<file path="config.mk">
export PLATFORM = sky130hd
export DESIGN_NAME = rail_sensor_fault_monitor_flat
export DESIGN_NICKNAME = d
export VERILOG_FILES = /design/src/hdl/rsfm_pkg.sv /design/src/hdl/rsfm_if.sv /design/src/hdl/rsfm_out_fifo.sv /design/src/hdl/rail_sensor_fault_monitor.sv /design/src/flat_wrapper.sv
export SDC_FILE = /design/constraint.sdc
export NUM_CORES = 1
export LEC_CHECK = 0
export ABC_AREA = 1
export BUFFER_PORTS_ARGS = -buffer_cell sky130_fd_sc_hd__buf_2
export CAP_MARGIN = 20
export CORE_ASPECT_RATIO = 1.25
export CORE_MARGIN = 2
export CORE_UTILIZATION = 25
export CTS_CLUSTER_SIZE = 12
export DETAILED_ROUTE_END_ITERATION = 7
export PLACE_DENSITY_LB_ADDON = 0.2
export SETUP_SLACK_MARGIN = 0.02
export SLEW_MARGIN = 20
export SYNTH_ARGS = -nofsm -noshare
export SYNTH_HDL_FRONTEND = slang
export SYNTH_SLANG_ARGS = --single-unit
export TNS_END_PERCENT = 20
</file>
<file path="constraint.sdc">
create_clock -name clock -period 4.83 [get_ports clock]
set_input_delay 0.483 -clock clock [delete_from_list [all_inputs] [get_ports clock]]
set_output_delay 0.483 -clock clock [all_outputs]
set_load 0.01 [all_outputs]
</file>
<file path="src/hdl/rsfm_pkg.sv">
package rsfm_pkg;

   // Request kinds carried in req_type.
   typedef enum logic [2:0] {
      REQ_ENCODER   = 3'd0,
      REQ_PROXIMITY = 3'd1,
      REQ_VELOCITY  = 3'd2,
      REQ_TICK      = 3'd3,
      REQ_CHECK     = 3'd4,
      REQ_REARM     = 3'd5
   } req_kind_type;

   // Fault codes carried in fault_code.
   typedef enum logic [1:0] {
      FAULT_STALL_MOVING = 2'd0,
      FAULT_PROX_LOST    = 2'd1,
      FAULT_BOTH_LOST    = 2'd2,
      FAULT_PROX_OFFRAIL = 2'd3
   } fault_kind_type;

   // Configuration register indexes.
   localparam int CSR_IDX_W  = 3;
   localparam int CSR_DATA_W = 16;

   localparam logic [CSR_IDX_W-1:0] CSR_STALL_LIMIT      = 3'd0;
   localparam logic [CSR_IDX_W-1:0] CSR_ENCODER_NOISE    = 3'd1;
   localparam logic [CSR_IDX_W-1:0] CSR_MOVING_THRESHOLD = 3'd2;
   localparam logic [CSR_IDX_W-1:0] CSR_ON_RAIL_CHECKS   = 3'd3;
   localparam logic [CSR_IDX_W-1:0] CSR_OFF_RAIL_CHECKS  = 3'd4;

   localparam logic [15:0] STALL_LIMIT_RST      = 16'd1000;
   localparam logic [15:0] ENCODER_NOISE_RST    = 16'd0;
   localparam logic [14:0] MOVING_THRESHOLD_RST = 15'd50;

   // Output queue geometry.
   localparam int QUEUE_DEPTH = 4;
   localparam int QUEUE_PTR_W = 2;
   localparam int QUEUE_CNT_W = 3;

   typedef struct packed {
      logic [2:0]  kind;
      logic [31:0] encoder_count;
      logic [7:0]  proximity_sample;
      logic [15:0] velocity;
   } req_item_type;

   typedef struct packed {
      logic [1:0] fault_code;
      logic       last;
   } result_type;

   // Up to two results pushed into the output queue in one cycle.
   typedef struct packed {
      logic [1:0] count;
      result_type first;
      result_type second;
   } push_type;

endpackage

</file>
<file path="src/hdl/rsfm_if.sv">
interface rsfm_req_if;
   logic               valid;
   logic               ready;
   logic [2:0]         req_type;
   logic signed [31:0] encoder_count;
   logic [7:0]         proximity_sample;
   logic signed [15:0] velocity;

   modport source (output valid, req_type, encoder_count, proximity_sample, velocity,
                   input ready);
   modport sink (input valid, req_type, encoder_count, proximity_sample, velocity,
                 output ready);
endinterface

interface rsfm_rsp_if;
   logic       valid;
   logic       ready;
   logic [1:0] fault_code;
   logic       last;

   modport source (output valid, fault_code, last, input ready);
   modport sink (input valid, fault_code, last, output ready);
endinterface

</file>
<file path="src/hdl/rsfm_out_fifo.sv">
module rsfm_out_fifo import rsfm_pkg::*; (
   input  logic       clock,
   input  logic       reset,
   input  push_type   push,
   input  logic       pop,
   output logic       room2,
   output logic       not_empty,
   output result_type head
);

   result_type                mem_ff [QUEUE_DEPTH];
   logic [QUEUE_PTR_W-1:0]    wr_ptr_ff, wr_ptr_in;
   logic [QUEUE_PTR_W-1:0]    rd_ptr_ff, rd_ptr_in;
   logic [QUEUE_CNT_W-1:0]    count_ff, count_in;
   logic [QUEUE_PTR_W-1:0]    wr_ptr_next;

   assign wr_ptr_next = wr_ptr_ff + QUEUE_PTR_W'(1);
   assign room2       = count_ff <= QUEUE_CNT_W'(QUEUE_DEPTH - 2);
   assign not_empty   = count_ff != '0;
   assign head        = mem_ff[rd_ptr_ff];

   always_comb begin
      wr_ptr_in = wr_ptr_ff + QUEUE_PTR_W'(push.count);
      rd_ptr_in = pop ? rd_ptr_ff + QUEUE_PTR_W'(1) : rd_ptr_ff;
      count_in  = count_ff + QUEUE_CNT_W'(push.count) - QUEUE_CNT_W'(pop);
   end

   always_ff @(posedge clock) begin
      if (push.count != 2'd0) begin
         mem_ff[wr_ptr_ff] <= push.first;
      end
      if (push.count == 2'd2) begin
         mem_ff[wr_ptr_next] <= push.second;
      end
   end

   always_ff @(posedge clock) begin
      if (reset) begin
         wr_ptr_ff <= '0;
         rd_ptr_ff <= '0;
         count_ff  <= '0;
      end else begin
         wr_ptr_ff <= wr_ptr_in;
         rd_ptr_ff <= rd_ptr_in;
         count_ff  <= count_in;
      end
   end

endmodule

</file>
<file path="src/hdl/rail_sensor_fault_monitor.sv">
// Channel   Direction  Payload                                          Handshake
// req_ch    in         req_type, encoder_count, proximity_sample, vel.  valid/ready
// rsp_ch    out        fault_code, last                                 valid/ready
// csr       in         csr_index, csr_wdata                             csr_we
//
// One request word is taken per cycle while the input register can advance. An
// accepted word updates the monitor state and produces its faults from there.
// The input register advances only when the four-entry output queue has room for
// two words, so a stalled result side holds back requests after that queue fills.
// A check that raises two faults gives two words on the result side.
// Reset is synchronous and restores the register defaults and all monitor state.
module rail_sensor_fault_monitor import rsfm_pkg::*; #(
   parameter int WINDOW = 3
) (
   input  logic                  clock,
   input  logic                  reset,
   rsfm_req_if.sink              req_ch,
   rsfm_rsp_if.source            rsp_ch,
   input  logic                  csr_we,
   input  logic [CSR_IDX_W-1:0]  csr_index,
   input  logic [CSR_DATA_W-1:0] csr_wdata
);

   // The window sum never exceeds 255 per slot.
   localparam int SUM_W = $clog2(255 * WINDOW + 1);

   // Configuration registers.
   logic [15:0] stall_limit_ff;
   logic [15:0] encoder_noise_ff;
   logic [14:0] moving_threshold_ff;
   logic        on_rail_checks_ff;
   logic        off_rail_checks_ff;

   // Input register.
   logic         stg_valid_ff, stg_valid_in;
   req_item_type stg_item_ff;
   logic         stg_fire;
   logic         req_accept;

   // Monitor state.
   logic [7:0]       prox_window_ff [WINDOW];
   logic [7:0]       prox_window_in [WINDOW];
   logic [SUM_W-1:0] prox_sum_ff, prox_sum_in;
   logic             prox_on_ff, prox_on_in;
   logic [31:0]      current_count_ff, current_count_in;
   logic [31:0]      reference_count_ff, reference_count_in;
   logic [15:0]      stall_ticks_ff, stall_ticks_in;
   logic [15:0]      last_velocity_ff, last_velocity_in;

   // Fault evaluation.
   logic [32:0] enc_diff;
   logic [32:0] enc_dist;
   logic        enc_moved;
   logic [15:0] speed_mag;
   logic        moving;
   logic        stalled;
   logic        on_fault;
   logic [1:0]  on_code;
   logic        off_fault;

   push_type   push;
   logic       queue_room2;
   logic       queue_not_empty;
   result_type queue_head;

   assign req_accept   = req_ch.valid & req_ch.ready;
   assign stg_fire     = stg_valid_ff & queue_room2;
   assign req_ch.ready = ~stg_valid_ff | stg_fire;
   assign stg_valid_in = req_accept | (stg_valid_ff & ~stg_fire);

   // Configuration writes; an index past the last register is dropped.
   always_ff @(posedge clock) begin
      if (reset) begin
         stall_limit_ff      <= STALL_LIMIT_RST;
         encoder_noise_ff    <= ENCODER_NOISE_RST;
         moving_threshold_ff <= MOVING_THRESHOLD_RST;
         on_rail_checks_ff   <= 1'b0;
         off_rail_checks_ff  <= 1'b0;
      end else if (csr_we) begin
         case (csr_index)
            CSR_STALL_LIMIT:      stall_limit_ff      <= csr_wdata;
            CSR_ENCODER_NOISE:    encoder_noise_ff    <= csr_wdata;
            CSR_MOVING_THRESHOLD: moving_threshold_ff <= csr_wdata[14:0];
            CSR_ON_RAIL_CHECKS:   on_rail_checks_ff   <= csr_wdata[0];
            CSR_OFF_RAIL_CHECKS:  off_rail_checks_ff  <= csr_wdata[0];
            default: ;
         endcase
      end
   end

   // Input register: the payload is captured without reset.
   always_ff @(posedge clock) begin
      if (reset) begin
         stg_valid_ff <= 1'b0;
      end else begin
         stg_valid_ff <= stg_valid_in;
      end
   end

   always_ff @(posedge clock) begin
      if (req_accept) begin
         stg_item_ff.kind             <= req_ch.req_type;
         stg_item_ff.encoder_count    <= req_ch.encoder_count;
         stg_item_ff.proximity_sample <= req_ch.proximity_sample;
         stg_item_ff.velocity         <= req_ch.velocity;
      end
   end

   // Encoder distance from the reference, exact on 33 bits.
   assign enc_diff  = {stg_item_ff.encoder_count[31], stg_item_ff.encoder_count}
                    - {reference_count_ff[31], reference_count_ff};
   assign enc_dist  = enc_diff[32] ? -enc_diff : enc_diff;
   assign enc_moved = enc_dist > {17'd0, encoder_noise_ff};

   // Speed magnitude; the most negative speed maps to 32768 as unsigned.
   assign speed_mag = last_velocity_ff[15] ? -last_velocity_ff : last_velocity_ff;
   assign moving    = speed_mag > {1'b0, moving_threshold_ff};

   assign stalled = stall_ticks_ff > stall_limit_ff;

   // On-rail checks: stall while moving, proximity lost, or both.
   always_comb begin
      on_fault = 1'b0;
      on_code  = FAULT_STALL_MOVING;
      if (on_rail_checks_ff) begin
         if (stalled && prox_on_ff && moving) begin
            on_fault = 1'b1;
            on_code  = FAULT_STALL_MOVING;
         end else if (!stalled && !prox_on_ff) begin
            on_fault = 1'b1;
            on_code  = FAULT_PROX_LOST;
         end else if (stalled && !prox_on_ff) begin
            on_fault = 1'b1;
            on_code  = FAULT_BOTH_LOST;
         end
      end
   end

   // Off-rail check sees the stall counter after an on-rail clear, which happens
   // exactly when on-rail checks found a stall with proximity while not moving.
   assign off_fault = off_rail_checks_ff & stalled & prox_on_ff
                    & ~(on_rail_checks_ff & ~moving);

   always_comb begin
      push.count             = 2'd0;
      push.first.fault_code  = on_fault ? on_code : FAULT_PROX_OFFRAIL;
      push.first.last        = ~(on_fault & off_fault);
      push.second.fault_code = FAULT_PROX_OFFRAIL;
      push.second.last       = 1'b1;
      if (stg_fire && stg_item_ff.kind == REQ_CHECK) begin
         push.count = 2'(on_fault) + 2'(off_fault);
      end
   end

   // State update for the word in the input register.
   always_comb begin
      prox_window_in     = prox_window_ff;
      prox_sum_in        = prox_sum_ff;
      prox_on_in         = prox_on_ff;
      current_count_in   = current_count_ff;
      reference_count_in = reference_count_ff;
      stall_ticks_in     = stall_ticks_ff;
      last_velocity_in   = last_velocity_ff;
      if (stg_fire) begin
         case (stg_item_ff.kind)
            REQ_ENCODER: begin
               if (enc_moved) begin
                  stall_ticks_in     = '0;
                  reference_count_in = stg_item_ff.encoder_count;
               end
               current_count_in = stg_item_ff.encoder_count;
            end
            REQ_PROXIMITY: begin
               for (int i = 0; i < WINDOW - 1; i++) begin
                  prox_window_in[i] = prox_window_ff[i + 1];
               end
               prox_window_in[WINDOW - 1] = stg_item_ff.proximity_sample;
               // Running sum: drop the oldest sample, add the new one.
               prox_sum_in = prox_sum_ff - SUM_W'(prox_window_ff[0])
                           + SUM_W'(stg_item_ff.proximity_sample);
               if (prox_sum_in >= SUM_W'(WINDOW - 1)) begin
                  prox_on_in = 1'b1;
               end else if (prox_sum_in <= SUM_W'(1)) begin
                  prox_on_in = 1'b0;
               end
            end
            REQ_VELOCITY: begin
               last_velocity_in = stg_item_ff.velocity;
            end
            REQ_TICK: begin
               if (stall_ticks_ff != 16'hFFFF) begin
                  stall_ticks_in = stall_ticks_ff + 16'd1;
               end
            end
            REQ_CHECK: begin
               if (on_rail_checks_ff && stalled && prox_on_ff && !moving) begin
                  stall_ticks_in = '0;
               end
            end
            REQ_REARM: begin
               reference_count_in = current_count_ff;
               stall_ticks_in     = '0;
            end
            default: ;
         endcase
      end
   end

   always_ff @(posedge clock) begin
      if (reset) begin
         for (int i = 0; i < WINDOW; i++) begin
            prox_window_ff[i] <= '0;
         end
         prox_sum_ff        <= '0;
         prox_on_ff         <= 1'b0;
         current_count_ff   <= '0;
         reference_count_ff <= '0;
         stall_ticks_ff     <= '0;
         last_velocity_ff   <= '0;
      end else begin
         prox_window_ff     <= prox_window_in;
         prox_sum_ff        <= prox_sum_in;
         prox_on_ff         <= prox_on_in;
         current_count_ff   <= current_count_in;
         reference_count_ff <= reference_count_in;
         stall_ticks_ff     <= stall_ticks_in;
         last_velocity_ff   <= last_velocity_in;
      end
   end

   // Output queue decouples the result side from the input register.
   rsfm_out_fifo u_out_fifo (
      .clock     (clock),
      .reset     (reset),
      .push      (push),
      .pop       (rsp_ch.valid & rsp_ch.ready),
      .room2     (queue_room2),
      .not_empty (queue_not_empty),
      .head      (queue_head)
   );

   assign rsp_ch.valid      = queue_not_empty;
   assign rsp_ch.fault_code = queue_head.fault_code;
   assign rsp_ch.last       = queue_head.last;

endmodule

</file>
<file path="src/flat_wrapper.sv">
// flat-port wrapper written by rule: the top's interface ports become plain ports
module rail_sensor_fault_monitor_flat import rsfm_pkg::*;
#(
   parameter int WINDOW = 3
)
  (clock, reset, csr_we, csr_index, csr_wdata, req_ch_valid, req_ch_req_type, req_ch_encoder_count, req_ch_proximity_sample, req_ch_velocity, req_ch_ready, rsp_ch_valid, rsp_ch_fault_code, rsp_ch_last, rsp_ch_ready);
  rsfm_req_if req_ch_i ();
  rsfm_rsp_if rsp_ch_i ();
  input  logic clock;
  input  logic reset;
  input  logic csr_we;
  input  logic [CSR_IDX_W-1:0] csr_index;
  input  logic [CSR_DATA_W-1:0] csr_wdata;
  input wire logic [$bits(req_ch_i.valid)-1:0] req_ch_valid;
  input wire logic [$bits(req_ch_i.req_type)-1:0] req_ch_req_type;
  input wire logic [$bits(req_ch_i.encoder_count)-1:0] req_ch_encoder_count;
  input wire logic [$bits(req_ch_i.proximity_sample)-1:0] req_ch_proximity_sample;
  input wire logic [$bits(req_ch_i.velocity)-1:0] req_ch_velocity;
  output wire logic [$bits(req_ch_i.ready)-1:0] req_ch_ready;
  output wire logic [$bits(rsp_ch_i.valid)-1:0] rsp_ch_valid;
  output wire logic [$bits(rsp_ch_i.fault_code)-1:0] rsp_ch_fault_code;
  output wire logic [$bits(rsp_ch_i.last)-1:0] rsp_ch_last;
  input wire logic [$bits(rsp_ch_i.ready)-1:0] rsp_ch_ready;
  assign req_ch_i.valid = req_ch_valid;
  assign req_ch_i.req_type = req_ch_req_type;
  assign req_ch_i.encoder_count = req_ch_encoder_count;
  assign req_ch_i.proximity_sample = req_ch_proximity_sample;
  assign req_ch_i.velocity = req_ch_velocity;
  assign req_ch_ready = req_ch_i.ready;
  assign rsp_ch_valid = rsp_ch_i.valid;
  assign rsp_ch_fault_code = rsp_ch_i.fault_code;
  assign rsp_ch_last = rsp_ch_i.last;
  assign rsp_ch_i.ready = rsp_ch_ready;
  rail_sensor_fault_monitor #(.WINDOW(WINDOW)) u_core (.clock(clock), .reset(reset), .req_ch(req_ch_i), .rsp_ch(rsp_ch_i), .csr_we(csr_we), .csr_index(csr_index), .csr_wdata(csr_wdata));
endmodule
</file>
**Word-level counts from Yosys, hierarchy flattened**

Memories as Yosys holds them, arrays and structs flattened. A register that Yosys moved wholly into a read port is not among the register bits.
Index checks and enable logic that the tools add are counted.

- Register bits: 247
- Output and inout bits: 5
- Memories kept: 1
- Memory bits (writable): 12
- Input port bits: 83
- Word-level logic and storage cells: 126

Memories:

| memory | words | width | read ports | clocked after Yosys merged registers in | wr ports | RTL line | text |
|---|---|---|---|---|---|---|---|
| u_core.u_out_fifo.mem_ff | 4 | 3 | 1 | 1 | 2 | rsfm_out_fifo.sv:11 | `result_type mem_ff [QUEUE_DEPTH];` |

- Bitwise operators: 16
- Reductions and logical operators: 29
- Multiplexer cells: 26
- Order comparisons: 6
- Add/sub/neg operators: 12
- Eq/ne operators: 14

Operators by type and width:

| cell | count |
|---|---|
| 16-bit two-way mux | 4 |
| 16-bit case mux with 4 select lines | 1 |
| 32-bit case mux with 2 select lines | 1 |
| 33-bit by 16-bit > comparator with 1-bit output | 1 |
| 33-bit two-way mux | 1 |
| 33-bit negation | 1 |
| 32-bit by 32-bit subtractor with 33-bit output | 1 |
| 32-bit two-way mux | 1 |
| 16-bit by 1-bit adder with 16-bit output, second input constant | 1 |
| 16-bit by 15-bit > comparator with 1-bit output | 1 |
| 16-bit > comparator | 1 |
| 2-bit two-way mux | 8 |
| 16-bit inequality test, second input constant | 1 |
| 16-bit negation | 1 |
| 2-bit AND reduction | 8 |
| 3-bit by 2-bit == test with 1-bit output, second input constant | 4 |
| 10-bit by 8-bit adder with 10-bit output | 1 |
| 10-bit by 2-bit greater-or-equal comparator with 1-bit output, second input constant | 1 |
| 10-bit by 1-bit <= comparator with 1-bit output, second input constant | 1 |
| 1-bit two-way mux | 10 |
| 10-bit by 8-bit subtractor with 10-bit output | 1 |
| 1-bit AND | 9 |
| 3-bit == test, second input constant | 3 |
| 1-bit logical AND | 8 |
| other kinds (19) | 33 |

**Logic depth before layout (Yosys ltp)**

Gate-level depths: netlist (run 1).

- Depth in word-level cells: 12
- Depth in mapped cells: 35
- Depth with buffers taken out: 33

**Hierarchy**

Synthesis (run 1) repeated with hierarchy kept, for this count alone.

- Cell total of the unflattened synthesis: 2260
- Area total of the unflattened synthesis: 16020.4 sq um

By module, submodules not included:

| module | instances | cells an instance | area each (sq um) | sequential area each (sq um) |
|---|---|---|---|---|
| rail_sensor_fault_monitor | 1 | 2118 | 14878.0 | 5395.2 |
| rsfm_out_fifo | 1 | 142 | 1142.3 | 540.5 |

**Worst setup path before layout (run 1)**

Ideal clock, no wire load.

- Kind: register to register
- Start: register u_core.last_velocity_ff[0]
- End: register u_core.u_out_fifo.count_ff[2]
- Arrival time: 4326 ps
- Library setup time: 132 ps
- Slack: 371 ps
- Data required time: 4698 ps
- Path buffers: 0
- Cell stages (with the launch flop): 29
- Clock period less this slack: 4459 ps
- Path through: dfxtp_1 -> inv_1 -> ha_1 -> inv_1 -> nor2_1 -> inv_1 -> nor4_1 -> inv_1 -> nor3_1 -> nand4_1 -> o31ai_1 -> xor2_1 -> ha_1 -> nand4_1 -> or4_1 -> nand2_1 -> nand2_1 -> nand2_1 -> o21ai_0 -> ha_1 -> nand2_1 -> ha_1 -> inv_1 -> ha_1 -> inv_1 -> fa_1 -> xor2_1 -> inv_1 -> nor2_1

- Longest elaborated chain between the ends: 11
- Elaborated cells on any way between the ends: 14
- Those cells by class: 4 x add/sub; 1 x order compare; 4 x mux; 4 x bitwise; 1 x reduce/logical

RTL lines:

| what | RTL line | text |
|---|---|---|
| start, declared | rail_sensor_fault_monitor.sv:48 | `logic [15:0] last_velocity_ff, last_velocity_in;` |
| start signal, assigned | rail_sensor_fault_monitor.sv:227 | `last_velocity_ff <= last_velocity_in;` |
| 16-bit negation | rail_sensor_fault_monitor.sv:116 | `assign speed_mag = last_velocity_ff[15] ? -last_velocity_ff : last_velocity_ff;` |
| 16-bit two-way mux * | rail_sensor_fault_monitor.sv:116 |  |
| 16-bit by 15-bit > comparator with 1-bit output * | rail_sensor_fault_monitor.sv:117 | `assign moving = speed_mag > {1'b0, moving_threshold_ff};` |
| 1-bit NOT | rail_sensor_fault_monitor.sv:142 | `& ~(on_rail_checks_ff & ~moving);` |
| 1-bit AND | rail_sensor_fault_monitor.sv:142 |  |
| 1-bit NOT | rail_sensor_fault_monitor.sv:142 |  |
| 1-bit AND | rail_sensor_fault_monitor.sv:142 |  |
| 1-bit by 1-bit adder with 2-bit output * | rail_sensor_fault_monitor.sv:151 | `push.count = 2'(on_fault) + 2'(off_fault);` |
| 2-bit two-way mux * | rail_sensor_fault_monitor.sv:150 | `if (stg_fire && stg_item_ff.kind == REQ_CHECK) begin` |
| 3-bit by 2-bit adder with 3-bit output * | rsfm_out_fifo.sv:25 | `count_in = count_ff + QUEUE_CNT_W'(push.count) - QUEUE_CNT_W'(pop);` |
| 3-bit by 1-bit subtractor with 3-bit output * | rsfm_out_fifo.sv:25 |  |
| end signal, assigned | rsfm_out_fifo.sv:45 | `count_ff <= count_in;` |
| end, declared | rsfm_out_fifo.sv:14 | `logic [QUEUE_CNT_W-1:0] count_ff, count_in;` |

Every way passes the cells marked *; elsewhere a longest branch is shown, timed or not.
A chain may end at the register's enable or synchronous reset.

**Worst setup path after layout (run 1)**

- Start: register u_core.stg_item_ff[30] (netlist bit)
- End: register u_core.reference_count_ff[2]

- Longest elaborated chain between the ends: 6

RTL lines:

| what | RTL line | text |
|---|---|---|
| start, declared | rail_sensor_fault_monitor.sv:36 | `req_item_type stg_item_ff;` |
| 32-bit by 32-bit subtractor with 33-bit output * | rail_sensor_fault_monitor.sv:111 | `- {reference_count_ff[31], reference_count_ff};` |
| 33-bit negation | rail_sensor_fault_monitor.sv:112 | `assign enc_dist = enc_diff[32] ? -enc_diff : enc_diff;` |
| 33-bit two-way mux * | rail_sensor_fault_monitor.sv:112 |  |
| 33-bit by 16-bit > comparator with 1-bit output * | rail_sensor_fault_monitor.sv:113 | `assign enc_moved = enc_dist > {17'd0, encoder_noise_ff};` |
| 2-bit by 1-bit inequality test with 1-bit output (no line) * | n/a |  |
| 3-bit AND reduction (no line) * | n/a |  |
| end signal, assigned | rail_sensor_fault_monitor.sv:225 | `reference_count_ff <= reference_count_in;` |
| end, declared | rail_sensor_fault_monitor.sv:46 | `logic [31:0] reference_count_ff, reference_count_in;` |

Marks and branches as above.

==> impl_metrics.env, run 1 <==
export IMPL_outcome="finished clean"
export IMPL_cts_root_buf="clkbuf_16"
export IMPL_clock_latency_ns=0.61
export IMPL_timing_final_hold_violations=0
export IMPL_wl_mm=46.2
export IMPL_arrival_ns=4.98
export IMPL_nets=2590
export IMPL_diodes=0
export IMPL_htree_levels=1
export IMPL_grt_pass1_vias=14000
export IMPL_cts_buffer_depth=3
export IMPL_ys_seq_elements=261
export IMPL_finalSetupTns_ns=0
export IMPL_critical_path_peak_fanout=7
export IMPL_vias=14400
export IMPL_wire_per_inst_um=14.1
export IMPL_port_buffers=87
export IMPL_synthArstFlopShare_pct=0
export IMPL_synthCells=2314
export IMPL_crit_top_cell="nand2_2"
export IMPL_die_h_um=287
export IMPL_yosysTopAreaCell="dfxtp_1"
export IMPL_worstSetupPathType="reg2reg"
export IMPL_cts_clk_slew_worst_paths_ns=0.06
export IMPL_crit_path_top_delay_cell="edfxtp_1"
export IMPL_globalplace_congestion=0.853
export IMPL_drc=0
export IMPL_ctsHoldBuffers=0
export IMPL_reg2reg_from="u_core.stg_item_ff[30]"
export IMPL_drive_gt1_share_pct=12.0
export IMPL_clkSinkCount=261
export IMPL_holdPathStages=1
export IMPL_startpoint="u_core.stg_item_ff[30]"
export IMPL_regArea_mm2=0.00582
export IMPL_ant_nets=0
export IMPL_dr_first_iter_drc_count=628
export IMPL_track_usage_pct=13.7
export IMPL_timing_rr_end="u_core.reference_count_ff[2]"
export IMPL_avgSynthCellArea_um2=6.93
export IMPL_synth_ff_type="dfxtp_1"
export IMPL_vdd_drop_max_mv=0.292
export IMPL_overflow=0
export IMPL_fmax_mhz=223
export IMPL_fill_cells=6944
export IMPL_grt_pass1_wl_mm=73.2
export IMPL_hpwlAfterDp_mm=34.2
export IMPL_core_area_mm2=0.0633
export IMPL_start_util_pct=25.3
export IMPL_ys_seq_area_share_pct=36.3
export IMPL_die_w_um=230
export IMPL_maxCapViolCount=0
export IMPL_power_density_mw_per_mm2=363
export IMPL_synth_edf_count=59
export IMPL_rows=103
export IMPL_cp_required_ns=5.33
export IMPL_timing_slew_headroom_pct=36.1
export IMPL_period_share_pct=92.8
export IMPL_synthesis_nets=2504
export IMPL_grt_max_degree=88
export IMPL_fin_worst_skew_ns=0.0166
export IMPL_setup_violations_final=0
export IMPL_io_pin_count=88
export IMPL_slew_viol_final=0
export IMPL_numCtsBuffers=31
export IMPL_hold_ws_ns=0.0458
export IMPL_startpoint_type="register"
export IMPL_syn2layout_area_growth_pct=17.7
export IMPL_synth_cell_types=48
export IMPL_ys_top_cells_by_area="dfxtp_1 (25%), nand2_1 (12%), edfxtp_1 (11%), inv_1 (8.1%), ha_1 (7.6%)"
export IMPL_antenna_found_initial=0
export IMPL_die_area_mm2=0.0662
export IMPL_synth_top_area_share_pct=25.2
export IMPL_hold_path_class="in2reg"
export IMPL_avgViaCountPerCell=4.42
export IMPL_period_minus_slack_ns=4.48
export IMPL_rr_worst_depth=28
export IMPL_multi_input_area_mm2=0.00875
export IMPL_yosysWarnings=0
export IMPL_tightestPinTransition_ns=0.958
export IMPL_detail_route_first_pass_iterations=5
export IMPL_min_delay_start="req_ch_encoder_count[9]"
export IMPL_p_leak_uw=0.00870
export IMPL_r2r_slack_ns=0.35
export IMPL_slowest_delay_ns=0.43
export IMPL_syn_area_mm2=0.0160
export IMPL_crit_path_end="u_core.reference_count_ff[2]"
export IMPL_cts_tree="done"
export IMPL_endpoint_kind="register"
power by group:
group          internal (µW)  total (µW)  switching (µW)
sequential              2380        2450            76.1
clock                   1440        2440            1000
combinational            706        1960            1260
cell usage after synthesis, drive strengths merged, types with 16 or more instances:
cell type and n:
buf 16, nor2 294, edfxtp 59, inv 359
dfxtp 202, nand4 28, clkbuf 54, a21oi 194
ha 97, xor2 42, nand3 144, nand2 558
o21ai 164, nor3 21
registers in the layout, indices dropped and copies added, names as in the netlist, named ones only:
name / flops
u_core.current_count_ff: 32
u_core.encoder_noise_ff: 16
u_core.last_velocity_ff: 16
u_core.moving_threshold_ff: 15
u_core.off_rail_checks_ff: 1
u_core.on_rail_checks_ff: 1
u_core.prox_on_ff: 1
u_core.prox_sum_ff: 10
u_core.prox_window_ff: 24
u_core.reference_count_ff: 32
u_core.stall_limit_ff: 16
u_core.stall_ticks_ff: 16
u_core.stg_item_ff: 59
u_core.stg_valid_ff: 1
u_core.u_out_fifo.count_ff: 3
u_core.u_out_fifo.mem_ff: 12
u_core.u_out_fifo.rd_ptr_ff: 2
u_core.u_out_fifo.wr_ptr_ff: 2
layer usage:
metal  vias up  track usage [%]  part of all wire (%)
met4         0             3.74                   2.1
li1       7601                -                     -
met3        62             1.69                   3.1
met2       192             24.9                    50
met1      6591             16.9                    45
met5         -                0                     0
logic make-up (layout without fill, tap and decap cells):
family / count (synthesis) / in the layout / share of synthesized area, %
AND/OR/NAND/NOR: 1068 / 1070 / 28.4
buffers and inverters: 431 / 540 / 10.4
AO/OA/AOI/OAI: 394 / 394 / 13.2
flip-flops: 261 / 261 / 36.3
adder cells (fa/ha/maj): 107 / 107 / 8.82
XOR/XNOR: 53 / 53 / 2.90
critical path, delay by kind of cell, from the launching register on:
kind                       cells  cell delay, ns
and+or+nand+nor               18            2.05
adders and majority gates      2            0.70
buffers and inverters          4            0.48
AOI/OAI and AO/OA              3            0.46
DFF                            1            0.43
xor gates and xnor gates       1            0.24
cell usage in the layout (no fill, tap or decap), types with 8 or more instances in the layout:
cell and n:
xor2_1 42, ha_1 92, nor2_2 13, nand2_1 522, nor3_1 18, o21ai_0 161
xnor2_1 11, clkbuf_16 37, nand2_2 32, a21oi_1 176, clkbuf_8 10, nor2_1 276
clkbuf_1 8, nand3_1 134, buf_2 87, fa_1 8, nand3_2 8, nand4_1 28
inv_1 343, o211ai_1 14, buf_4 25, inv_2 16, a21oi_2 17, dfxtp_1 202
edfxtp_1 59
metrics by stage:
| step | util (%) | setup WS, ns | total power (µW) | instances | area (µm²) |
|---|---|---|---|---|---|
| 6_report | 29.8 | 0.349 | 6850 | 3265 | 18900 |
| 5_1_grt | 29.8 | -0.0186 | 7350 | 3265 | 18900 |
| 4_1_cts | 29.3 | 0.0373 | 6900 | 3253 | 18600 |
| 3_5_place_dp | 27.6 | -0.0105 | 4390 | 3194 | 17400 |
| 3_3_place_gp | 27.6 | 0.0909 | 4350 | 3194 | 17400 |
| 2_1_floorplan | - | 0.371 | 3880 | 2314 | 16000 |
worst min path at each step:
stage / to / slack, ns
3_5_place_dp: u_core.current_count_ff[23] / 0.44
4_1_cts: u_core.stg_item_ff[36] / 0.006
6_report: u_core.stg_item_ff[33] / 0.05
5_1_grt: u_core.stg_item_ff[10] / 0.009
3_3_place_gp: u_core.current_count_ff[31] / 0.43
2_1_floorplan: u_core.off_rail_checks_ff / 0.42
final cells by class:
cell class / count / share of cell area [%]
inverters: 361 / 7.20
multi-input cells: 1624 / 46.4
flip-flops and latches: 261 / 30.8
clock inverters: 6 / 0.279
repair buffers: 121 / 4.33
well taps: 840 / 5.57
clock buffers: 52 / 5.40
timing repair:
item                       4_1_cts  5_1_grt
gates cloned                     1        6
gates resized for setup          3       38
pin swaps                        0        7
setup endpoints to repair       29       57
setup buffers                    0        6
No activity file was read; power rests on OpenSTA's default activity.
==> run 2: changes to the inputs <==
Clock period 4.83 ns to 5.3 ns, I/O delays scaled along.
==> impl_metrics.env, run 2 (synthesis gave the netlist of run 1 again) <==
export IMPL_grt_pass1_vias=13900
export IMPL_regMostFlops="u_core.stg_item_ff"
export IMPL_diodes=0
export IMPL_timing_final_hold_violations=0
export IMPL_clock_latency_ns=0.55
export IMPL_critPathBufInv=7
export IMPL_worstSetupPathType="reg2reg"
export IMPL_die_w_um=230
export IMPL_syn2layout_area_growth_pct=16.2
export IMPL_die_h_um=287
export IMPL_power_frac_seq_pct=35.8
export IMPL_hold_path_class="in2reg"
export IMPL_fill_cells=6929
export IMPL_largestRegisters="u_core.stg_item_ff (59), u_core.current_count_ff (32), u_core.reference_count_ff (32)"
export IMPL_rsz0062_at_grt="false"
export IMPL_detail_route_first_pass_iterations=5
export IMPL_core_area_mm2=0.0633
export IMPL_overflow=0
export IMPL_fmax_mhz=210
export IMPL_power_frac_comb_pct=27.3
export IMPL_globalplace_congestion=0.865
export IMPL_cts_tree="done"
export IMPL_startpoint_type="register"
export IMPL_arrival_ns=5.18
export IMPL_sw_frac_of_total_pct=33.6
export IMPL_antenna_found_initial=1
export IMPL_vias=14400
export IMPL_period_share_pct=89.9
export IMPL_crit_top_cell="inv_1"
export IMPL_io_pin_count=88
export IMPL_slew_viol_final=0
export IMPL_avgViaCountPerCell=4.43
export IMPL_critical_path_peak_fanout=5
export IMPL_final_common_cell="nand2_1"
export IMPL_hpwlAfterDp_mm=33.9
export IMPL_layout_common_cells="nand2_1 (524), inv_1 (345), nor2_1 (278), dfxtp_1 (202), a21oi_1 (181)"
export IMPL_vdd_drop_max_mv=0.173
export IMPL_start_util_pct=25.3
export IMPL_die_area_mm2=0.0662
export IMPL_cts_clk_slew_worst_paths_ns=0.06
export IMPL_htree_levels=2
export IMPL_power_switching_uw=2100
export IMPL_p_int_uw=4150
export IMPL_drc=0
export IMPL_power_density_mw_per_mm2=335
export IMPL_wl_mm=46.3
export IMPL_nets=2579
export IMPL_timing_slew_headroom_pct=34.0
export IMPL_layoutNonFillerInstCount=3255
export IMPL_crit_family="adder cells"
export IMPL_grt_max_degree=134
export IMPL_maxCapViolCount=0
export IMPL_wire_per_inst_um=14.2
export IMPL_track_usage_pct=13.6
export IMPL_ctsHoldBuffers=0
export IMPL_outcome="finished clean"
export IMPL_slowest_delay_ns=0.42
export IMPL_dr_first_iter_drc_count=704
export IMPL_cp_required_ns=5.72
export IMPL_p_leak_uw=0.00859
export IMPL_cts_buffer_depth=3
export IMPL_endpoint_kind="register"
export IMPL_clkSinkCount=261
export IMPL_drive_gt1_share_pct=10.5
export IMPL_setup_violations_final=0
export IMPL_ant_nets=0
export IMPL_finalSetupTns_ns=0
export IMPL_placedCellCount=3184
export IMPL_grt_pass1_wl_mm=72.6
export IMPL_largest_reg_flops=59
export IMPL_crit_path_top_delay_cell="or4_1"
export IMPL_port_buffers=87
export IMPL_fin_worst_skew_ns=0.0306
export IMPL_rows=103
export IMPL_tightestPinTransition_ns=0.984
export IMPL_pwr_share_clk_pct=36.9
export IMPL_period_minus_slack_ns=4.76
export IMPL_cts_root_buf="clkbuf_16"
export IMPL_numCtsBuffers=34
==> run 2: what timing repair did <==
item / 4_1_cts / 5_1_grt
setup buffers: 0 / 4
endpoints found under the setup margin: 0 / 51
resized for setup: 0 / 12
==> run 2: stage by stage <==
| step | area, µm² | hold slack (ns) | utilization (%) | total power (µW) | worst slack, ns |
|---|---|---|---|---|---|
| floorplan | 16000 | 0.424 | - | 3530 | 0.841 |
| global placement | 17300 | 0.435 | 27.4 | 3960 | 0.303 |
| detailed placement | 17300 | 0.442 | 27.4 | 3980 | 0.237 |
| CTS | 18500 | 0.111 | 29.2 | 6340 | 0.209 |
| global route | 18600 | 0.124 | 29.4 | 6690 | 0.0338 |
| finish | 18600 | 0.151 | 29.4 | 6250 | 0.538 |
==> run 2: area by class of cell <==
cell class,count,area (µm²),share of cell area [%]
clock inverter,14,149,0.800
inverter,361,1360,7.30
multi-input combinational,1622,8600,46.2
timing repair buffer,109,679,3.65
tap,840,1050,5.64
clock buffer,48,966,5.19
sequential,261,5820,31.2
==> run 2: path summary, 6_finish.rpt <==
path	start	endpoint	slack, ns	cells past startpoint
worst max-delay path	u_core.last_velocity_ff[0]	u_core.u_out_fifo.count_ff[2]	0.54	28
worst max register to register	u_core.last_velocity_ff[0]	u_core.u_out_fifo.count_ff[2]	0.54	28
worst min-delay path	req_ch_encoder_count[15]	u_core.stg_item_ff[39]	0.15	1
worst min register to register	u_core.current_count_ff[25]	u_core.current_count_ff[25]	0.45	2
==> run 2: routing by layer <==
metal / track usage [%] / wire length, µm
met1: 16.9 / 21000
met2: 24.3 / 22600
met3: 2.06 / 1640
met4: 3.87 / 1070
met5: 0 / 0
==> run 2: power groups by stage <==
stage | sequential (µW) | combinational, µW | clock (µW)
final | 2230 | 1700 | 2310
after global routing | 2250 | 1980 | 2460
after CTS | 2240 | 1710 | 2400
after detailed placement | 2280 | 1700 | 0
after global placement | 2280 | 1690 | 0
after floorplan | 2260 | 1270 | 0
==> run 2: worst register-to-register path: cells and delay by family, from the launching register on <==
family | cells | cell delay [ns]
adder cells (fa/ha/maj) | 6 | 1.63
AND/OR/NAND/NOR | 11 | 1.62
buffers and inverters | 7 | 0.48
AO/OA/AOI/OAI | 2 | 0.35
flip-flops | 1 | 0.31
XOR/XNOR | 2 | 0.27
